[config.mk]
export PLATFORM = sky130hd
export DESIGN_NAME = mapped_region_table_core
export DESIGN_NICKNAME = d
export VERILOG_FILES = /design/src/rtl/mrt_pkg.sv /design/src/rtl/mapped_region_table_core.sv
export SDC_FILE = /design/constraint.sdc
export NUM_CORES = 2
export LEC_CHECK = 0
export CAP_MARGIN = 20
export CORE_ASPECT_RATIO = 0.8
export CORE_UTILIZATION = 50
export CTS_BUF_LIST = sky130_fd_sc_hd__clkbuf_8
export CTS_CLUSTER_DIAMETER = 60
export DETAILED_ROUTE_END_ITERATION = 8
export DONT_BUFFER_PORTS = 1
export PLACE_DENSITY = 0.79
export SYNTH_ARGS = -nofsm -noshare
export SYNTH_HDL_FRONTEND = slang
export SYNTH_SLANG_ARGS = --single-unit
[constraint.sdc]
create_clock -name aclk -period 18.3 [get_ports aclk]
set_input_delay 2.745 -clock aclk [delete_from_list [all_inputs] [get_ports aclk]]
set_output_delay 2.745 -clock aclk [all_outputs]
set_load 0.02 [all_outputs]
[src/rtl/mrt_pkg.sv]
// Package holding the constants and types shared by the mapped region table.
`default_nettype none
package mrt_pkg;
    localparam int REGION_SLOTS = 16;
    localparam int PAGE_BYTES = 4096;
    localparam int ADDR_W = 38;
    localparam int OFFS_W = 40;
    localparam logic [37:0] TOP_RESET = 38'h3FFFFFE000;
    localparam logic [1:0] OP_MAP = 2'd0;
    localparam logic [1:0] OP_UNMAP = 2'd1;
    localparam logic [1:0] OP_FAULT = 2'd2;
    localparam logic CFG_HEAP_TOP = 1'b0;
    localparam logic CFG_TOP_ADDRESS = 1'b1;

    typedef struct packed {
        logic [37:0] base;
        logic [37:0] len;
        logic [2:0]  prot;
        logic        shared;
        logic [39:0] offset;
        logic [7:0]  file;
    } slot_t;
endpackage
`default_nettype wire

[src/rtl/mapped_region_table_core.sv]
// Top level of the mapped region table: request sequencer around one slot memory.
// Each request makes one pass over the slot memory, one read per cycle, then a decide step and,
// for a successful map or unmap, two slot write steps before the result word is offered.
// One request is worked on at a time; the next is taken once the result word has left.
// Reset clears the slot used bits and sets heap_top to 0 and top_address to 0x3FFFFFE000.
// The slot memory itself needs no clearing pass; its entries are acted on only while in use.
`default_nettype none
module mapped_region_table_core #(
    parameter int REGION_SLOTS = mrt_pkg::REGION_SLOTS,
    parameter int PAGE_BYTES = mrt_pkg::PAGE_BYTES
) (
    input  wire logic        aclk,
    input  wire logic        aresetn,
    input  wire logic        cfg_valid,
    output logic             cfg_ready,
    input  wire logic        cfg_index,
    input  wire logic [37:0] cfg_data,
    input  wire logic        s_valid,
    output logic             s_ready,
    input  wire logic [1:0]  s_op,
    input  wire logic [30:0] s_length,
    input  wire logic [7:0]  s_prot,
    input  wire logic [1:0]  s_share_mode,
    input  wire logic        s_file_ok,
    input  wire logic        s_file_writable,
    input  wire logic [7:0]  s_file_id,
    input  wire logic [30:0] s_file_offset,
    input  wire logic [37:0] s_address,
    input  wire logic        s_is_write,
    input  wire logic        s_already_mapped,
    output logic             m_valid,
    input  wire logic        m_ready,
    output logic             m_status,
    output logic [37:0]      m_result_addr,
    output logic [37:0]      m_range_len,
    output logic [39:0]      m_file_offset_out,
    output logic [7:0]       m_file_id_out,
    output logic [3:0]       m_page_perm,
    output logic             m_shared_out,
    output logic signed [1:0] m_file_ref_change
);
    localparam int IW = (REGION_SLOTS > 1) ? $clog2(REGION_SLOTS) : 1;
    localparam int CW = $clog2(REGION_SLOTS + 1);
    localparam int PB = $clog2(PAGE_BYTES);
    localparam logic [CW-1:0] LAST = CW'(REGION_SLOTS);

    typedef enum logic [2:0] {
        ST_IDLE, ST_SCAN, ST_DECIDE, ST_WRITE1, ST_WRITE2, ST_OUT
    } state_t;

    state_t state_reg;
    logic [37:0] heap_top_reg, top_address_reg;
    logic [REGION_SLOTS-1:0] used_reg;
    mrt_pkg::slot_t mem [REGION_SLOTS];
    mrt_pkg::slot_t rd_reg, hit_reg;
    logic [CW-1:0] cnt_reg;
    logic rd_ok_reg;
    logic [IW-1:0] rd_idx_reg, hit_idx_reg, free_idx_reg;
    logic hit_found_reg, free_found_reg;
    logic [37:0] lo_reg;

    logic [1:0]  op_reg;
    logic [30:0] length_reg, foff_reg;
    logic [7:0]  prot_reg, fid_reg;
    logic [1:0]  share_reg;
    logic        fok_reg, fwr_reg, isw_reg, mapd_reg;
    logic [37:0] addr_reg;

    logic        wr_en;
    logic [IW-1:0] wr_idx;
    mrt_pkg::slot_t wr_data;

    logic        st_reg;
    logic [37:0] ra_reg, rl_reg;
    logic [39:0] fo_reg;
    logic [7:0]  fi_reg;
    logic [3:0]  pp_reg;
    logic        sh_reg;
    logic [1:0]  rc_reg;

    // write work of the decide step
    logic        pend2_reg;
    mrt_pkg::slot_t w2_reg;
    logic [IW-1:0] w2_idx_reg;

    logic [37:0] len_map, len_un, rd_end, n_raw, n_cl, s_end;
    logic        in_rng, args_ok;
    assign len_map = 38'((39'(length_reg) + 39'(PAGE_BYTES - 1)) >> PB << PB);
    assign len_un = len_map;
    assign rd_end = rd_reg.base + rd_reg.len;
    assign in_rng = addr_reg >= rd_reg.base && addr_reg < rd_end;
    assign args_ok = length_reg != 31'd0 && prot_reg[7:3] == 5'd0
        && (share_reg == 2'd1 || share_reg == 2'd2) && fok_reg
        && !(prot_reg[1] && share_reg == 2'd1 && !fwr_reg);
    assign s_end = hit_reg.base + hit_reg.len;
    assign n_raw = s_end - addr_reg;
    assign n_cl = (n_raw > len_un) ? len_un : n_raw;

    assign s_ready = state_reg == ST_IDLE;
    assign cfg_ready = 1'b1;
    assign m_valid = state_reg == ST_OUT;

    always_ff @(posedge aclk) begin
        if (wr_en) begin
            mem[wr_idx] <= wr_data;
        end
        rd_reg <= mem[cnt_reg[IW-1:0]];
    end

    always_comb begin
        wr_en = 1'b0;
        wr_idx = hit_idx_reg;
        wr_data = hit_reg;
        if (state_reg == ST_WRITE1) begin
            wr_en = 1'b1;
        end else if (state_reg == ST_WRITE2) begin
            wr_en = pend2_reg;
            wr_idx = w2_idx_reg;
            wr_data = w2_reg;
        end
    end

    always_ff @(posedge aclk) begin
        if (!aresetn) begin
            state_reg <= ST_IDLE;
            heap_top_reg <= 38'd0;
            top_address_reg <= mrt_pkg::TOP_RESET;
            used_reg <= '0;
            rd_ok_reg <= 1'b0;
        end else begin
            if (cfg_valid) begin
                if (cfg_index == mrt_pkg::CFG_HEAP_TOP) heap_top_reg <= cfg_data;
                else top_address_reg <= cfg_data;
            end
            case (state_reg)
                ST_IDLE: begin
                    if (s_valid) begin
                        op_reg <= s_op; length_reg <= s_length; prot_reg <= s_prot;
                        share_reg <= s_share_mode; fok_reg <= s_file_ok;
                        fwr_reg <= s_file_writable; fid_reg <= s_file_id;
                        foff_reg <= s_file_offset; addr_reg <= s_address;
                        isw_reg <= s_is_write; mapd_reg <= s_already_mapped;
                        cnt_reg <= '0; rd_ok_reg <= 1'b0;
                        hit_found_reg <= 1'b0; free_found_reg <= 1'b0;
                        lo_reg <= top_address_reg;
                        pend2_reg <= 1'b0;
                        state_reg <= ST_SCAN;
                    end
                end
                ST_SCAN: begin
                    if (rd_ok_reg) begin
                        if (used_reg[rd_idx_reg]) begin
                            if (rd_reg.base < lo_reg) lo_reg <= rd_reg.base;
                            if (in_rng && !hit_found_reg) begin
                                hit_found_reg <= 1'b1;
                                hit_idx_reg <= rd_idx_reg;
                                hit_reg <= rd_reg;
                            end
                        end else if (!free_found_reg) begin
                            free_found_reg <= 1'b1;
                            free_idx_reg <= rd_idx_reg;
                        end
                    end
                    rd_idx_reg <= cnt_reg[IW-1:0];
                    rd_ok_reg <= cnt_reg != LAST;
                    if (cnt_reg == LAST) state_reg <= ST_DECIDE;
                    else cnt_reg <= cnt_reg + 1'b1;
                end
                ST_DECIDE: begin
                    st_reg <= 1'b1; ra_reg <= '0; rl_reg <= '0; fo_reg <= '0;
                    fi_reg <= '0; pp_reg <= '0; sh_reg <= 1'b0; rc_reg <= 2'd0;
                    state_reg <= ST_OUT;
                    case (op_reg)
                        mrt_pkg::OP_MAP: begin
                            if (args_ok && free_found_reg && len_map <= lo_reg
                                && lo_reg - len_map >= heap_top_reg) begin
                                st_reg <= 1'b0; ra_reg <= lo_reg - len_map;
                                rl_reg <= len_map; fo_reg <= 40'(foff_reg);
                                fi_reg <= fid_reg; sh_reg <= share_reg == 2'd1;
                                rc_reg <= 2'd1;
                                hit_idx_reg <= free_idx_reg;
                                hit_reg <= '{base: lo_reg - len_map, len: len_map,
                                    prot: prot_reg[2:0], shared: share_reg == 2'd1,
                                    offset: 40'(foff_reg), file: fid_reg};
                                used_reg[free_idx_reg] <= 1'b1;
                                state_reg <= ST_WRITE1;
                            end
                        end
                        mrt_pkg::OP_UNMAP: begin
                            if (addr_reg[PB-1:0] == '0 && length_reg != 31'd0
                                && hit_found_reg && (addr_reg == hit_reg.base
                                || addr_reg + n_cl == s_end || free_found_reg)) begin
                                st_reg <= 1'b0; ra_reg <= addr_reg; rl_reg <= n_cl;
                                fo_reg <= hit_reg.offset + 40'(addr_reg - hit_reg.base);
                                fi_reg <= hit_reg.file; sh_reg <= hit_reg.shared;
                                state_reg <= ST_WRITE1;
                                if (addr_reg == hit_reg.base) begin
                                    hit_reg.base <= hit_reg.base + n_cl;
                                    hit_reg.offset <= hit_reg.offset + 40'(n_cl);
                                    hit_reg.len <= hit_reg.len - n_cl;
                                end else if (addr_reg + n_cl == s_end) begin
                                    hit_reg.len <= hit_reg.len - n_cl;
                                end else begin
                                    pend2_reg <= 1'b1; w2_idx_reg <= free_idx_reg;
                                    used_reg[free_idx_reg] <= 1'b1;
                                    w2_reg <= '{base: addr_reg + n_cl,
                                        len: s_end - (addr_reg + n_cl),
                                        prot: hit_reg.prot, shared: hit_reg.shared,
                                        offset: hit_reg.offset
                                            + 40'(addr_reg + n_cl - hit_reg.base),
                                        file: hit_reg.file};
                                    hit_reg.len <= addr_reg - hit_reg.base;
                                    rc_reg <= 2'd1;
                                end
                                if (hit_reg.len == n_cl) begin
                                    used_reg[hit_idx_reg] <= 1'b0;
                                    rc_reg <= 2'b11;
                                end
                            end
                        end
                        mrt_pkg::OP_FAULT: begin
                            if (hit_found_reg && !mapd_reg && (isw_reg ? hit_reg.prot[1]
                                : (hit_reg.prot[0] | hit_reg.prot[2]))) begin
                                st_reg <= 1'b0;
                                fo_reg <= hit_reg.offset + 40'(addr_reg - hit_reg.base);
                                fi_reg <= hit_reg.file;
                                pp_reg <= {1'b1, hit_reg.prot[2], hit_reg.prot[1], 1'b1};
                                sh_reg <= hit_reg.shared;
                            end
                        end
                        default: ;
                    endcase
                end
                ST_WRITE1: state_reg <= ST_WRITE2;
                ST_WRITE2: state_reg <= ST_OUT;
                ST_OUT: if (m_ready) state_reg <= ST_IDLE;
                default: state_reg <= ST_IDLE;
            endcase
        end
    end

    assign m_status = st_reg;
    assign m_result_addr = ra_reg;
    assign m_range_len = rl_reg;
    assign m_file_offset_out = fo_reg;
    assign m_file_id_out = fi_reg;
    assign m_page_perm = pp_reg;
    assign m_shared_out = sh_reg;
    assign m_file_ref_change = rc_reg;

`ifndef NO_ASSERTIONS
    a_fail_clean: assert property (@(posedge aclk) disable iff (!aresetn)
        m_valid && m_status |-> m_range_len == '0 && m_file_ref_change == 2'd0)
        else $error("failed result carries data");
    a_out_hold: assert property (@(posedge aclk) disable iff (!aresetn)
        m_valid && !m_ready |=> m_valid && $stable(m_result_addr))
        else $error("result word changed while stalled");
    a_no_accept_busy: assert property (@(posedge aclk) disable iff (!aresetn)
        m_valid |-> !s_ready)
        else $error("input accepted with result pending");
    a_perm_user: assert property (@(posedge aclk) disable iff (!aresetn)
        m_valid && m_page_perm != 4'd0 |-> m_page_perm[3] && m_page_perm[0])
        else $error("page permission lacks user or read");
`endif
endmodule
`default_nettype wire
==> reports/metrics.csv <==
metric,value,unit
status,finished clean,
synthesized cell area,134200,um^2
startpoint types,flip-flop,
TNS Setup,0,ns
fraction of registers with async set/reset,0,%
Yosys reg bits,2845,
Die Y,465.4,um
# DRC,0,
fin crit share,97.18,%
most common flop cell mapped by yosys,edfxtp_1,
remaining global-route overflow,0,
H-Tree Depth,5,
Final Skew,0.1060,ns
YS warnings,0,
Area Growth Syn to Fin,10.99,%
reg-to-reg startpoint,hit_reg[90],
Tot Pwr,16.39,mW
first-pass GRT wire length,624500,um
Util after Layout,56.00,%
vias in the first global route,82448,
IO buf count,0,
TritonCTS clock tree,built,
sequential fraction of the synthesis area,61.98,%
drt pass-1 iters,9,
Tmin final,17.78,ns
Clock Pin Slew Worst Setup and Hold Paths,0.07,ns
Starting Density,50.45,%
R2R Setup Slk,0.52,ns
Die X,581.2,um
CP endpoint kind,flip-flop,
Top Ports,303,
global-route usage over all layers,32.75,%
# nets final,10310,
Syn Inst Count,9045,
Worst VDD drop,83.04,uV
max FFs per register,2048,
worst hold start,heap_top_reg[12],
Max Cap Viol,0,
initial antenna violation count,22,
Worst Hold Class,flip-flop to flip-flop,
CTS Sinks,2845,
Worst Path Arrival,18.51,ns
core area,266000,um^2
HPWL after detailed placement,317500,um
Core Rows,169,
largest net degree at the start of global routing,138,
routability congestion estimate,1.055,
"Distinct cells, synth",87,
cts bufs inserted,431,
1st-iter DRT viols,13439,
non-filler instance count after layout,13327,
CP peak stage delay,0.60,ns
Biggest register,mem,
syn avg cell area,14.84,um^2
Worst Hold Slack,0.4549,ns
"commonest cells after routing, fill and taps aside","edfxtp_1 (2621), nand2_1 (715), inv_1 (657)",
final hold viol count,0,
Clock Path Buffers,4,
PwrDens,110.0,nW/um^2
leak pwr,53.50,nW
ANT nets after route,0,
max-slew violations,0,
critical path type,flip-flop to flip-flop,
Clock Latency Late Sink,1.08,ns
post-CTS setup buffer count,0,
CP max stage cell,a221oi_1,
routed wire length,450500,um
Placed Cells,12513,
DR vias,86472,
crit path max fanout,25,
Critical Path RT,19.03,ns
fmax,0.05623,GHz
"commonest non-fill, non-tap cell in the layout",edfxtp_1,
die area,270500,um^2
layout cells sized above 1,16.98,%
post-detailed-route via-to-cell ratio,6.488,
critical path launch point,hit_reg[90],
Slew headroom,7.886,%
Post-synth EDFFs,2621,
routed len/inst,33.81,um
Final setup viols,0,
worst slew pin tran,1.382,ns
clk root buf,clkbuf_8,
[metrics by stage]
stage / area (um^2) / worst slack, ns
after CTS: 148800 / 0.3396
after detailed placement: 139900 / 0.4547
final: 149000 / 0.5162
after global routing: 148900 / -0.03576
after floorplan: 134300 / 1.875
after global placement: 139900 / 0.7678
[cells by family after synthesis]
kind of cell,after synthesis,synth area share (%)
AOI/OAI and AO/OA,1751,8.220
adders and majority gates,698,6.994
buffers and inverters,842,2.378
DFF,2845,61.98
muxes,771,11.81
and+or+nand+nor,1745,6.041
other,2,0.005596
xor gates and xnor gates,391,2.562
[layout make-up]
cell class,instances,area (um^2)
Fill cell,20531,117000
Sequential cell,2845,83190
Multi-Input combinational cell,5390,48300
Clock buffer,479,6593
Tap cell,3505,4385
Clock inverter,318,2303
Timing Repair Buffer,253,2188
Inverter,523,1963
Antenna cell,14,35.03
[per-layer routing]
layer / up-vias / wire, um / GRT usage [%]
met4: 28 / 21730 / 13.53
met5: - / 161 / 0
li1: 35896 / - / -
met3: 943 / 57980 / 8.913
met2: 5953 / 192000 / 47.34
met1: 43652 / 178700 / 46.93
[where the power goes]
group          internal [mW]  leakage [nW]  switching (mW)
Clock                   2.84          5.03            2.61
Sequential              7.35          25.5           0.260
Combinational           1.29          23.0            2.05
[timing repair]
| action | CTS | global route |
|---|---|---|
| setup endpoints to repair | 0 | 415 |
| hold buffers | 0 | 0 |
| resized for setup | 0 | 12 |
[Yosys cell counts (all sizes together) (30+ instances only)]
| cell | n | area share (%) |
|---|---|---|
| ha | 611 | 5.7 |
| o21a | 66 | 0.37 |
| dfxtp | 224 | 3.3 |
| nor2b | 76 | 0.35 |
| nor4 | 30 | 0.15 |
| nor2 | 343 | 0.96 |
| mux2 | 55 | 0.46 |
| clkbuf | 254 | 0.71 |
| a211oi | 38 | 0.21 |
| o21ai | 463 | 1.7 |
| mux2i | 71 | 0.53 |
| nor3 | 86 | 0.32 |
| o21bai | 63 | 0.35 |
| and2 | 36 | 0.17 |
| a21o | 242 | 1.4 |
| nand2b | 79 | 0.37 |
| and3 | 53 | 0.25 |
| nand4 | 81 | 0.38 |
| o211ai | 44 | 0.25 |
| a31oi | 48 | 0.23 |
| fa | 87 | 1.3 |
| inv | 523 | 1.5 |
| o22ai | 35 | 0.16 |
| a21oi | 490 | 1.8 |
| xnor2 | 260 | 1.7 |
| nand3 | 141 | 0.53 |
| nand2 | 716 | 2.0 |
| mux4 | 645 | 11 |
| buf | 65 | 0.21 |
| edfxtp | 2621 | 59 |
| xor2 | 130 | 0.85 |
[worst max-delay path: cells and delay by family, from the launching register on]
| family | cells | cell delay, ns |
|---|---|---|
| and+or+nand+nor | 20 | 5.93 |
| DFF | 1 | 0.46 |
| buffers and inverters | 5 | 1.16 |
| adders and majority gates | 6 | 2.03 |
| xor gates and xnor gates | 3 | 0.74 |
| AOI/OAI and AO/OA | 25 | 6.98 |
[final timing paths]
kind,to,depth (start not counted)
setup reg to reg,hit_reg[26],59
setup / recovery,hit_reg[26],59
hold reg to reg,heap_top_reg[12],2
hold / removal,heap_top_reg[12],2
Power figures use the tool's default switching activity.
